$ cat config.mk
export PLATFORM = sky130hd
export DESIGN_NAME = health_history_degradation_monitor_core
export DESIGN_NICKNAME = d
export VERILOG_FILES = /design/src/rtl/hhdm_pkg.sv /design/src/rtl/health_history_degradation_monitor_core.sv /design/src/rtl/hhdm_ctrl.sv /design/src/rtl/hhdm_dp.sv
export SDC_FILE = /design/constraint.sdc
export NUM_CORES = 1
export LEC_CHECK = 0
export ABC_AREA = 1
export BUFFER_PORTS_ARGS = -buffer_cell sky130_fd_sc_hd__buf_2
export CORE_MARGIN = 1
export CORE_UTILIZATION = 35
export DETAILED_ROUTE_END_ITERATION = 8
export HOLD_SLACK_MARGIN = 0.05
export MAX_ROUTING_LAYER = met4
export SYNTH_ARGS = -nofsm -noshare
export SYNTH_HDL_FRONTEND = slang
export SYNTH_SLANG_ARGS = --single-unit
$ cat constraint.sdc
create_clock -name clk -period 3.9 [get_ports clk]
set_clock_uncertainty 0.2 [all_clocks]
set_input_delay 0.78 -clock clk [delete_from_list [all_inputs] [get_ports clk]]
set_output_delay 0.78 -clock clk [all_outputs]
set_load 0.005 [all_outputs]
$ cat src/rtl/hhdm_pkg.sv
// ----------------------------------------------------------------------------
// hhdm_pkg
// Shared types and constants of the health history degradation monitor.
// ----------------------------------------------------------------------------
package hhdm_pkg;

	localparam logic OP_RECORD = 1'b0;
	localparam logic OP_QUERY  = 1'b1;

	localparam logic [15:0] MARGIN_RESET      = 16'd2560;
	localparam int          DEGRADE_MIN_COUNT = 4;

	typedef struct packed {
		logic        operation;
		logic [15:0] health;
		logic [3:0]  last_n;
	} hhdm_in_t;

	typedef struct packed {
		logic        degraded;
		logic [15:0] avg_health;
		logic [3:0]  record_count;
	} hhdm_out_t;

	typedef struct packed {
		logic load;
		logic rd_step;
		logic div_start;
		logic div_step;
		logic emit;
	} hhdm_cmd_t;

	typedef struct packed {
		logic rd_busy;
		logic div_busy;
		logic query_div;
		logic out_free;
	} hhdm_status_t;

endpackage

$ cat src/rtl/health_history_degradation_monitor_core.sv
// ----------------------------------------------------------------------------
// health_history_degradation_monitor_core
// Ring of recent health scores with degradation flag and averaging query.
// ----------------------------------------------------------------------------
// Usage: items enter on in_valid/in_ready with in_data, results leave on
// out_valid/out_ready with out_data, one result per item. The margin is
// written on cfg_valid/cfg_data; cfg_ready is always high.
// A record beat writes the score into the ring and, once four scores are
// held, reads the three before it one per cycle from the single ring read
// port. A query beat reads the newest n scores the same way and, when n
// clamped to the count is nonzero, runs a restoring divider that retires
// one quotient bit per cycle over 16 + clog2(HISTORY_DEPTH + 1) bits.
// One item is in flight at a time; in_ready rises in the same cycle as
// out_valid, so a new beat is taken only once the last result is emitted.
// Reset clears the pointer, the count, the handshakes and sets the margin
// to 10.0 in Q8.8. When the receiver stalls, the result waits in the output
// register while the next item is already being worked on; that item then
// holds in its final step until the register is free.
// ----------------------------------------------------------------------------
module health_history_degradation_monitor_core #(
	parameter int HISTORY_DEPTH = 10
) (
	input  logic                clk,
	input  logic                arst_n,
	input  logic                in_valid,
	output logic                in_ready,
	input  hhdm_pkg::hhdm_in_t  in_data,
	output logic                out_valid,
	input  logic                out_ready,
	output hhdm_pkg::hhdm_out_t out_data,
	input  logic                cfg_valid,
	output logic                cfg_ready,
	input  logic [15:0]         cfg_data
);

	hhdm_pkg::hhdm_cmd_t    cmd;
	hhdm_pkg::hhdm_status_t st;

	assign cfg_ready = 1'b1;

	hhdm_ctrl u_ctrl (
		.clk      (clk),
		.arst_n   (arst_n),
		.in_valid (in_valid),
		.in_ready (in_ready),
		.st       (st),
		.cmd      (cmd)
	);

	hhdm_dp #(
		.HISTORY_DEPTH (HISTORY_DEPTH)
	) u_dp (
		.clk       (clk),
		.arst_n    (arst_n),
		.cmd       (cmd),
		.st        (st),
		.in_item   (in_data),
		.cfg_valid (cfg_valid),
		.cfg_data  (cfg_data),
		.out_item  (out_data),
		.out_valid (out_valid),
		.out_ready (out_ready)
	);

endmodule

$ cat src/rtl/hhdm_ctrl.sv
// ----------------------------------------------------------------------------
// hhdm_ctrl
// Sequencer that steps one item through history reads, division and output.
// ----------------------------------------------------------------------------
module hhdm_ctrl (
	input  logic                  clk,
	input  logic                  arst_n,
	input  logic                  in_valid,
	output logic                  in_ready,
	input  hhdm_pkg::hhdm_status_t st,
	output hhdm_pkg::hhdm_cmd_t    cmd
);

	typedef enum logic [3:0] {
		ST_IDLE = 4'b0001,
		ST_READ = 4'b0010,
		ST_DIV  = 4'b0100,
		ST_DONE = 4'b1000
	} state_t;

	state_t state_q;
	state_t state_nxt;

	assign in_ready = (state_q == ST_IDLE);

	always_comb begin
		cmd       = '0;
		state_nxt = state_q;
		case (state_q)
			ST_IDLE: begin
				if (in_valid) begin
					cmd.load  = 1'b1;
					state_nxt = ST_READ;
				end
			end
			ST_READ: begin
				cmd.rd_step = 1'b1;
				if (!st.rd_busy) begin
					if (st.query_div) begin
						cmd.div_start = 1'b1;
						state_nxt     = ST_DIV;
					end else begin
						state_nxt = ST_DONE;
					end
				end
			end
			ST_DIV: begin
				cmd.div_step = 1'b1;
				if (!st.div_busy) begin
					state_nxt = ST_DONE;
				end
			end
			ST_DONE: begin
				if (st.out_free) begin
					cmd.emit  = 1'b1;
					state_nxt = ST_IDLE;
				end
			end
			default: begin
				state_nxt = ST_IDLE;
			end
		endcase
	end

	always_ff @(posedge clk or negedge arst_n) begin
		if (!arst_n) begin
			state_q <= ST_IDLE;
		end else begin
			state_q <= state_nxt;
		end
	end

	// A result is only loaded into a free output register.
	a_emit_free: assert property (@(posedge clk) disable iff (!arst_n)
		cmd.emit |-> st.out_free)
		else $error("result loaded into an occupied output register");

	// The datapath is quiet whenever a new item may enter.
	a_idle_quiet: assert property (@(posedge clk) disable iff (!arst_n)
		in_ready |-> (!st.rd_busy && !st.div_busy))
		else $error("new item accepted while datapath is busy");

	// After a result is handed over, the block is ready for the next item.
	a_emit_ready: assert property (@(posedge clk) disable iff (!arst_n)
		cmd.emit |=> in_ready)
		else $error("block not ready after emitting a result");

endmodule

$ cat src/rtl/hhdm_dp.sv
// ----------------------------------------------------------------------------
// hhdm_dp
// Score ring, accumulator, restoring divider, margin and output register.
// ----------------------------------------------------------------------------
module hhdm_dp #(
	parameter int HISTORY_DEPTH = 10
) (
	input  logic                   clk,
	input  logic                   arst_n,
	input  hhdm_pkg::hhdm_cmd_t    cmd,
	output hhdm_pkg::hhdm_status_t st,
	input  hhdm_pkg::hhdm_in_t     in_item,
	input  logic                   cfg_valid,
	input  logic [15:0]            cfg_data,
	output hhdm_pkg::hhdm_out_t    out_item,
	output logic                   out_valid,
	input  logic                   out_ready
);

	localparam int PW    = $clog2(HISTORY_DEPTH);
	localparam int CW    = $clog2(HISTORY_DEPTH + 1);
	localparam int ACC_W = 16 + CW;
	localparam int DCW   = $clog2(ACC_W + 1);
	localparam int CMP_W = ACC_W + 3;

	logic [15:0]      ring_q [HISTORY_DEPTH];
	logic [15:0]      rdata_s1;
	logic             pend_s1;
	logic [PW-1:0]    wp_q;
	logic [PW-1:0]    rd_ptr_q;
	logic [CW-1:0]    count_q;
	logic [CW-1:0]    reads_q;
	logic [CW-1:0]    n_q;
	logic             op_q;
	logic [15:0]      cur_q;
	logic [15:0]      margin_q;
	logic [ACC_W-1:0] acc_q;
	logic [CW-1:0]    rem_q;
	logic [DCW-1:0]   div_cnt_q;
	hhdm_pkg::hhdm_out_t out_q;
	logic             out_valid_q;

	logic             rd_issue;
	logic [CW-1:0]    count_inc;
	logic [CW-1:0]    n_clamp;
	logic [PW-1:0]    wp_prev;
	logic [PW-1:0]    wp_next;
	logic [PW-1:0]    rd_prev;
	logic [CW:0]      trial;
	logic [CW:0]      diff;
	logic             q_bit;
	logic [18:0]      thr;
	logic [7:0]       count_ext;
	logic             is_record;

	assign is_record = (in_item.operation == hhdm_pkg::OP_RECORD);
	assign rd_issue  = cmd.rd_step && (reads_q != '0);
	assign count_inc = (count_q == CW'(HISTORY_DEPTH)) ? count_q : count_q + CW'(1);
	assign n_clamp   = (8'(in_item.last_n) > 8'(count_q)) ? count_q
	                 : CW'(in_item.last_n);
	assign wp_prev   = (wp_q == '0) ? PW'(HISTORY_DEPTH - 1) : wp_q - PW'(1);
	assign wp_next   = (wp_q == PW'(HISTORY_DEPTH - 1)) ? '0 : wp_q + PW'(1);
	assign rd_prev   = (rd_ptr_q == '0) ? PW'(HISTORY_DEPTH - 1) : rd_ptr_q - PW'(1);

	assign trial = {rem_q, acc_q[ACC_W-1]};
	assign diff  = trial - {1'b0, n_q};
	assign q_bit = (trial >= {1'b0, n_q});

	assign thr = 19'(cur_q) + 19'(cur_q) + 19'(cur_q)
	           + 19'(margin_q) + 19'(margin_q) + 19'(margin_q);
	assign count_ext = 8'(count_q);

	always_ff @(posedge clk) begin
		if (cmd.load && is_record) begin
			ring_q[wp_q] <= in_item.health;
		end
		if (rd_issue) begin
			rdata_s1 <= ring_q[rd_ptr_q];
		end
	end

	always_ff @(posedge clk or negedge arst_n) begin
		if (!arst_n) begin
			wp_q      <= '0;
			count_q   <= '0;
			reads_q   <= '0;
			pend_s1   <= 1'b0;
			div_cnt_q <= '0;
			margin_q  <= hhdm_pkg::MARGIN_RESET;
		end else begin
			if (cfg_valid) begin
				margin_q <= cfg_data;
			end
			pend_s1 <= rd_issue;
			if (cmd.load) begin
				if (is_record) begin
					wp_q    <= wp_next;
					count_q <= count_inc;
					reads_q <= (count_inc >= CW'(hhdm_pkg::DEGRADE_MIN_COUNT))
					         ? CW'(3) : '0;
				end else begin
					reads_q <= n_clamp;
				end
			end else if (rd_issue) begin
				reads_q <= reads_q - CW'(1);
			end
			if (cmd.div_start) begin
				div_cnt_q <= DCW'(ACC_W);
			end else if (cmd.div_step && (div_cnt_q != '0)) begin
				div_cnt_q <= div_cnt_q - DCW'(1);
			end
		end
	end

	always_ff @(posedge clk) begin
		if (cmd.load) begin
			op_q     <= in_item.operation;
			cur_q    <= in_item.health;
			n_q      <= n_clamp;
			rd_ptr_q <= wp_prev;
			acc_q    <= '0;
		end else if (rd_issue) begin
			rd_ptr_q <= rd_prev;
		end
		if (pend_s1) begin
			acc_q <= acc_q + ACC_W'(rdata_s1);
		end
		if (cmd.div_start) begin
			rem_q <= '0;
		end else if (cmd.div_step && (div_cnt_q != '0)) begin
			rem_q <= q_bit ? diff[CW-1:0] : trial[CW-1:0];
			acc_q <= {acc_q[ACC_W-2:0], q_bit};
		end
	end

	always_ff @(posedge clk) begin
		if (cmd.emit) begin
			out_q.degraded     <= (op_q == hhdm_pkg::OP_RECORD)
			                   && (CMP_W'(acc_q) > CMP_W'(thr));
			out_q.avg_health   <= (op_q == hhdm_pkg::OP_QUERY) ? acc_q[15:0] : 16'd0;
			out_q.record_count <= count_ext[3:0];
		end
	end

	always_ff @(posedge clk or negedge arst_n) begin
		if (!arst_n) begin
			out_valid_q <= 1'b0;
		end else if (cmd.emit) begin
			out_valid_q <= 1'b1;
		end else if (out_ready) begin
			out_valid_q <= 1'b0;
		end
	end

	assign out_item     = out_q;
	assign out_valid    = out_valid_q;
	assign st.rd_busy   = (reads_q != '0) || pend_s1;
	assign st.div_busy  = (div_cnt_q != '0);
	assign st.query_div = (op_q == hhdm_pkg::OP_QUERY) && (n_q != '0);
	assign st.out_free  = !out_valid_q || out_ready;

endmodule

### Word level (Yosys, flattened, before mapping)

Memory sizes are Yosys's and may differ from the RTL's. A register that Yosys moved wholly into a read port is not among the register bits.
Index checks and enable logic that the tools add are counted.

| word-level totals | value |
|---|---|
| flip-flop bits (word level) | 109 |
| bits in writable memories | 160 |
| memories | 1 |
| input bits | 42 |
| logic and storage cells | 101 |
| output and inout bits | 24 |

Memories:

| memory | depth | width | rd ports | clocked after Yosys merged registers in | wr ports | line | RTL |
|---|---|---|---|---|---|---|---|
| u_dp.ring_q | 10 | 16 | 1 | 1 | 1 | hhdm_dp.sv:26 | `logic [15:0] ring_q [HISTORY_DEPTH];` |

| cells by class | value |
|---|---|
| bitwise logic cells | 2 |
| muxes and demuxes | 36 |
| $add $sub $neg | 13 |
| eq/ne operators | 10 |
| order comparisons | 4 |
| reductions and logical operators | 18 |

Operators with widths:

| operator | number |
|---|---|
| $mux 20 | 4 |
| $add 19x16->19 | 4 |
| $mux 4 | 16 |
| $add 20x16->20 | 1 |
| $gt 20x19->1 | 1 |
| $add 16x16->17 | 1 |
| $pmux 4 s4 | 1 |
| $eq 4x4->1 const B | 3 |
| $sub 4x1->4 const B | 3 |
| $mux 1 | 11 |
| $mux 5 | 2 |
| $add 4x1->4 const B | 2 |
| $logic_not 4->1 | 2 |
| $ne 2x2->1 const B | 4 |
| $reduce_bool 4->1 | 2 |
| $reduce_bool 2->1 | 3 |
| $ge 5x4->1 | 1 |
| $logic_and 1x1->1 | 5 |
| $reduce_bool 5->1 | 1 |
| $sub 5x1->5 const B | 1 |
| $eq 4x1->1 const B | 1 |
| $eq 4x2->1 const B | 1 |
| $eq 4x3->1 const B | 1 |
| $ge 4x3->1 const B | 1 |
| other kinds (8) | 11 |

### Longest topological paths before layout

| logic depth | value |
|---|---|
| depth after elaboration | 8 |
| gate-level depth with buffers | 22 |
| gate-level depth less buffers | 22 |

### Hierarchy

From an unflattened synthesis, not the netlist that was laid out.

| unflattened totals | value |
|---|---|
| cells, all modules | 1481 |
| area, all modules | 14769.2 um2 |

By module, submodules not included:

| module | instances | cells an instance | seq. area each (um2) | area each (um2) |
|---|---|---|---|---|
| hhdm_dp | 1 | 1433 | 8025.2 | 14478.9 |
| hhdm_ctrl | 1 | 46 | 101.3 | 279.0 |
| health_history_degradation_monitor_core | 1 | 2 | 0.0 | 11.3 |

### Least setup slack after synthesis

OpenSTA, ideal clock, no wires.

| timing | value |
|---|---|
| path type | flip-flop to flip-flop |
| start point | register u_dp.margin_q[1] |
| end point | register u_dp.out_q, in the netlist u_dp.out_item[20] (data pin) |
| library setup time | 249 ps |
| clock period less this slack | 4006 ps |
| arrival | 3556 ps |
| data required time | 3451 ps |
| buffers on the path | 0 |
| setup slack | -106 ps |
| cell stages (with the launch flop) | 21 |
| cell sequence | dfrtp_1 inv_1 fa_1 inv_1 fa_1 ha_1 fa_1 nand3_1 and2_1 o21ai_1 nand3_1 nand2_1 xnor2_1 ha_1 nand2_1 nor2_1 nand4_1 nor3_1 a31oi_1 nand2_1 inv_1 |

| on the way | value |
|---|---|
| word-level cells in the longest chain between the ends | 5 |

Ends and longest elaborated chain:

| item | line | RTL |
|---|---|---|
| start: declaration | hhdm_dp.sv:36 | `logic [15:0] margin_q;` |
| start signal: assignment | hhdm_dp.sv:89 | `margin_q <= hhdm_pkg::MARGIN_RESET;` |
| start signal: assignment | hhdm_dp.sv:92 | `margin_q <= cfg_data;` |
| $add 19x16->19 (2 in series) | hhdm_dp.sv:70 | `+ 19'(margin_q) + 19'(margin_q) + 19'(margin_q);` |
| $add 19x16->19 * | hhdm_dp.sv:70 |  |
| $gt 20x19->1 * | hhdm_dp.sv:139 | `&& (CMP_W'(acc_q) > CMP_W'(thr));` |
| $logic_and 1x1->1 * | hhdm_dp.sv:139 |  |
| end: declaration | hhdm_dp.sv:40 | `hhdm_pkg::hhdm_out_t out_q;` |

Mark *: on every way between the ends. The rest lies on a longest branch, timed or not.
A chain may end at the register's enable or synchronous reset.

### Worst setup path in the final report

| timing | value |
|---|---|
| start point | register u_dp.margin_q[9] |
| end point | register u_dp.out_q, in the netlist u_dp.out_item[20] (data pin) |

Same word-level chain as after synthesis.

==> results.cfg <==
[cts]
cts.sinks = 285
cts_max_level = 1
cts.hold.buffers_added = 0
clk_path_buf_depth = 3
cts_tree = done
clk_latency_ps = 580
cts_root_buf = clkbuf_16
cts_inserted_buffers = 31
clkTransAtPathRegs_ps = 60

[critical_path]
ff2ff_setup_slack_ps = -160
reg2regPathDepth = 18
worstPathArrival_ps = 4200
cp.required_ps = 4040
worstSetupEndpointType = register
crit_type = register to register
critPathMaxFanout = 4
timing.rr.start = u_dp.margin_q[9]
crit_start = u_dp.margin_q[9]
r2r_end = u_dp.out_item[20]
worstSetupStartpointType = register

[routing]
vias = 10608
drt-vias-per-instance = 4.93
dr.pass1.iters = 8
wire_per_inst_um = 16.7
routed_wl_um = 35900
ant_nets = 0
drcViolationCount = 0
drtIter0Drc = 718

[logic_synthesis]
ys_top_cells_by_area = edfxtp_1 46%, nand2_1 7.6%, dfrtp_1 6.2%
synth_edf_count = 222
async_flop_share_pct = 13.7
synth.cell_area_um2 = 14600
synth_cell_types = 45
synth_top_area_share_pct = 45.8
yosys.area.top_type = edfxtp_1
yosysWarnings = 0
synth_seq_cells = 285
yosysMostFrequentCell = nand2_1
synth_ff_type = edfxtp_1
synth_cells = 1471
synth_common_cells = 294 x nand2_1, 222 x edfxtp_1, 181 x inv_1
syn_area_per_cell_um2 = 9.89
yosysSeqAreaShare_pct = 55.8
syn_nets = 1614

[grt]
overflow = 0
antenna_found_initial = 0
grt_pass1_wl_um = 56900
grt_pass1_vias = 10248
grt_max_degree = 83
grt.total_usage_pct = 17.9

[die]
rows = 74
fp.dieH_um = 206
ios = 66
die-area_um2 = 42400
die_width_um = 206
initial_core_util_pct = 35.6
core-area_um2 = 40900

[power]
leakage_nw = 7.16
vdd_ir_drop_max_mv = 0.341
p_per_area_nw_per_um2 = 789

[run_status]
failed_checks = setup timing
run_status = finished, violations left

[job]
cap_viol_max_count = 0

[placement]
io_buffers = 64
gp_congestion = 0.905
place_area_um2 = 15900
dp_hpwl_um = 24100

[timing]
setup_slack_ps = -163
fin_crit_ps = 4060
hold_violations = 0
rsz0062_at_grt = true
max_slew_margin_pct = 31.0
setup_viol = 1
fin_crit_sh_pct = 104
max_freq_ghz = 0.246
setup_tns_ps = -163
tightest_slew_ps = 1030
drv_slew = 0

[cells_and_area]
n_antenna_cell = 0
area_delta_synth_final_pct = 17.2
drive_above_1_share_pct = 15.4
nets = 1737
finalInstanceArea_um2 = 17100

[min_path]
hp-class = input port to async pin
==> how the worst max path moves through the flow <==
stage	endpoint	slack (ps)
3_3_place_gp	u_dp.out_item[20]	-200
3_5_place_dp	u_dp.out_item[20]	-270
4_1_cts	u_dp.out_item[20]	-140
2_1_floorplan	u_dp.out_item[20]	10
5_1_grt	u_dp.out_item[20]	-410
6_report	u_dp.out_item[20]	-160
==> flip-flops by register name, summed over array words and instances, names as in the netlist <==
name	count
u_dp.margin_q	16
u_dp.rdata_s1	16
u_dp.count_q	4
u_dp.op_q	1
u_dp.reads_q	4
u_dp.acc_q	20
u_dp.div_cnt_q	5
u_dp.pend_s1	1
u_dp.cur_q	16
u_dp.rd_ptr_q	4
u_dp.out_valid	1
u_dp.ring_q	160
u_dp.rem_q	4
u_dp.n_q	4
u_dp.wp_q	4
u_ctrl.state_q	4
u_dp.out_item	21
==> cell type report <==
| class | instances | area, um2 |
|---|---|---|
| sequential | 285 | 8130 |
| tap | 532 | 666 |
| inverter | 185 | 696 |
| clock inverter | 19 | 200 |
| multi-input combinational | 957 | 5670 |
| timing repair buffer | 134 | 846 |
| fill | 3973 | 23900 |
| clock buffer | 39 | 856 |
==> layer usage <==
layer | track usage (%) | vias to the layer above | part of all wire (%)
met5 | - | - | 0
met4 | 5.54 | 0 | 3.2
met3 | 2.46 | 78 | 4.2
met2 | 28.9 | 224 | 47
met1 | 23.4 | 5074 | 46
li1 | - | 5232 | -
==> kinds of logic (layout without fill, tap and decap cells) <==
logic type | count (synthesis) | in the layout | share of synthesized area (%)
multiplexers | 1 | 1 | 0.0774
AO/OA/AOI/OAI | 276 | 276 | 10.4
adder cells (fa/ha/maj) | 101 | 101 | 10.4
AND/OR/NAND/NOR | 561 | 561 | 16.0
other | 1 | 1 | 0.0258
buffers and inverters | 229 | 377 | 6.15
flip-flops | 285 | 285 | 55.8
XOR/XNOR | 17 | 17 | 1.02
==> repair_timing <==
action | CTS | global route
buffers inserted | 0 | 1
endpoints found under the setup margin | 1 | 1
gates resized for setup | 23 | 10
pin swaps | 9 | 11
==> cells in the final DEF (no fill, tap or decap), types with 7 or more instances in the layout <==
cell	n
nand2_1	293
edfxtp_1	222
inv_1	174
nor2_1	154
o21ai_0	137
buf_4	70
buf_2	64
ha_1	61
nand3_1	59
a21oi_1	51
o22ai_1	36
dfrtp_1	36
fa_1	33
clkbuf_16	31
dfxtp_1	24
o211ai_1	17
inv_2	10
clkinv_2	10
nand4_1	9
nor3_1	9
xor2_1	9
a31oi_1	8
xnor2_1	8
nor2_2	7
or2_2	7
nand3b_1	7
==> metrics by stage <==
stage          utilization [%]  worst slack (ps)  hold WS (ps)  total power [mW]  cells
3_5_place_dp              38.8              -272           268              10.3   2092
4_1_cts                   41.6              -139           162              13.5   2150
2_1_floorplan                -              14.5           246              8.22   1471
5_1_grt                   41.7              -408           186              14.6   2151
3_3_place_gp              38.8              -197           263              10.1   2092
6_report                  41.7              -163           170              13.5   2151
==> critical path, cell delays in order (launching register included) <==
cell	delay, ps
dfstp_2	520
inv_2	50
fa_1	470
fa_1	530
inv_1	70
ha_4	260
nand2_1	110
nor2_2	60
nor3_2	190
buf_4	150
nand3_2	80
buf_4	140
xnor2_1	130
ha_1	280
nand4_1	130
nor3_2	220
a31oi_1	110
nand2_1	110
inv_1	40
==> power by group <==
| part | leakage [nW] | switching, mW | total [mW] | internal, mW |
|---|---|---|---|---|
| Sequential | 2.69 | 0.391 | 4.18 | 3.79 |
| Combinational | 3.94 | 3.82 | 6.28 | 2.47 |
| Clock | 0.527 | 1.24 | 3.01 | 1.76 |
No activity file was read; power rests on OpenSTA's default activity.
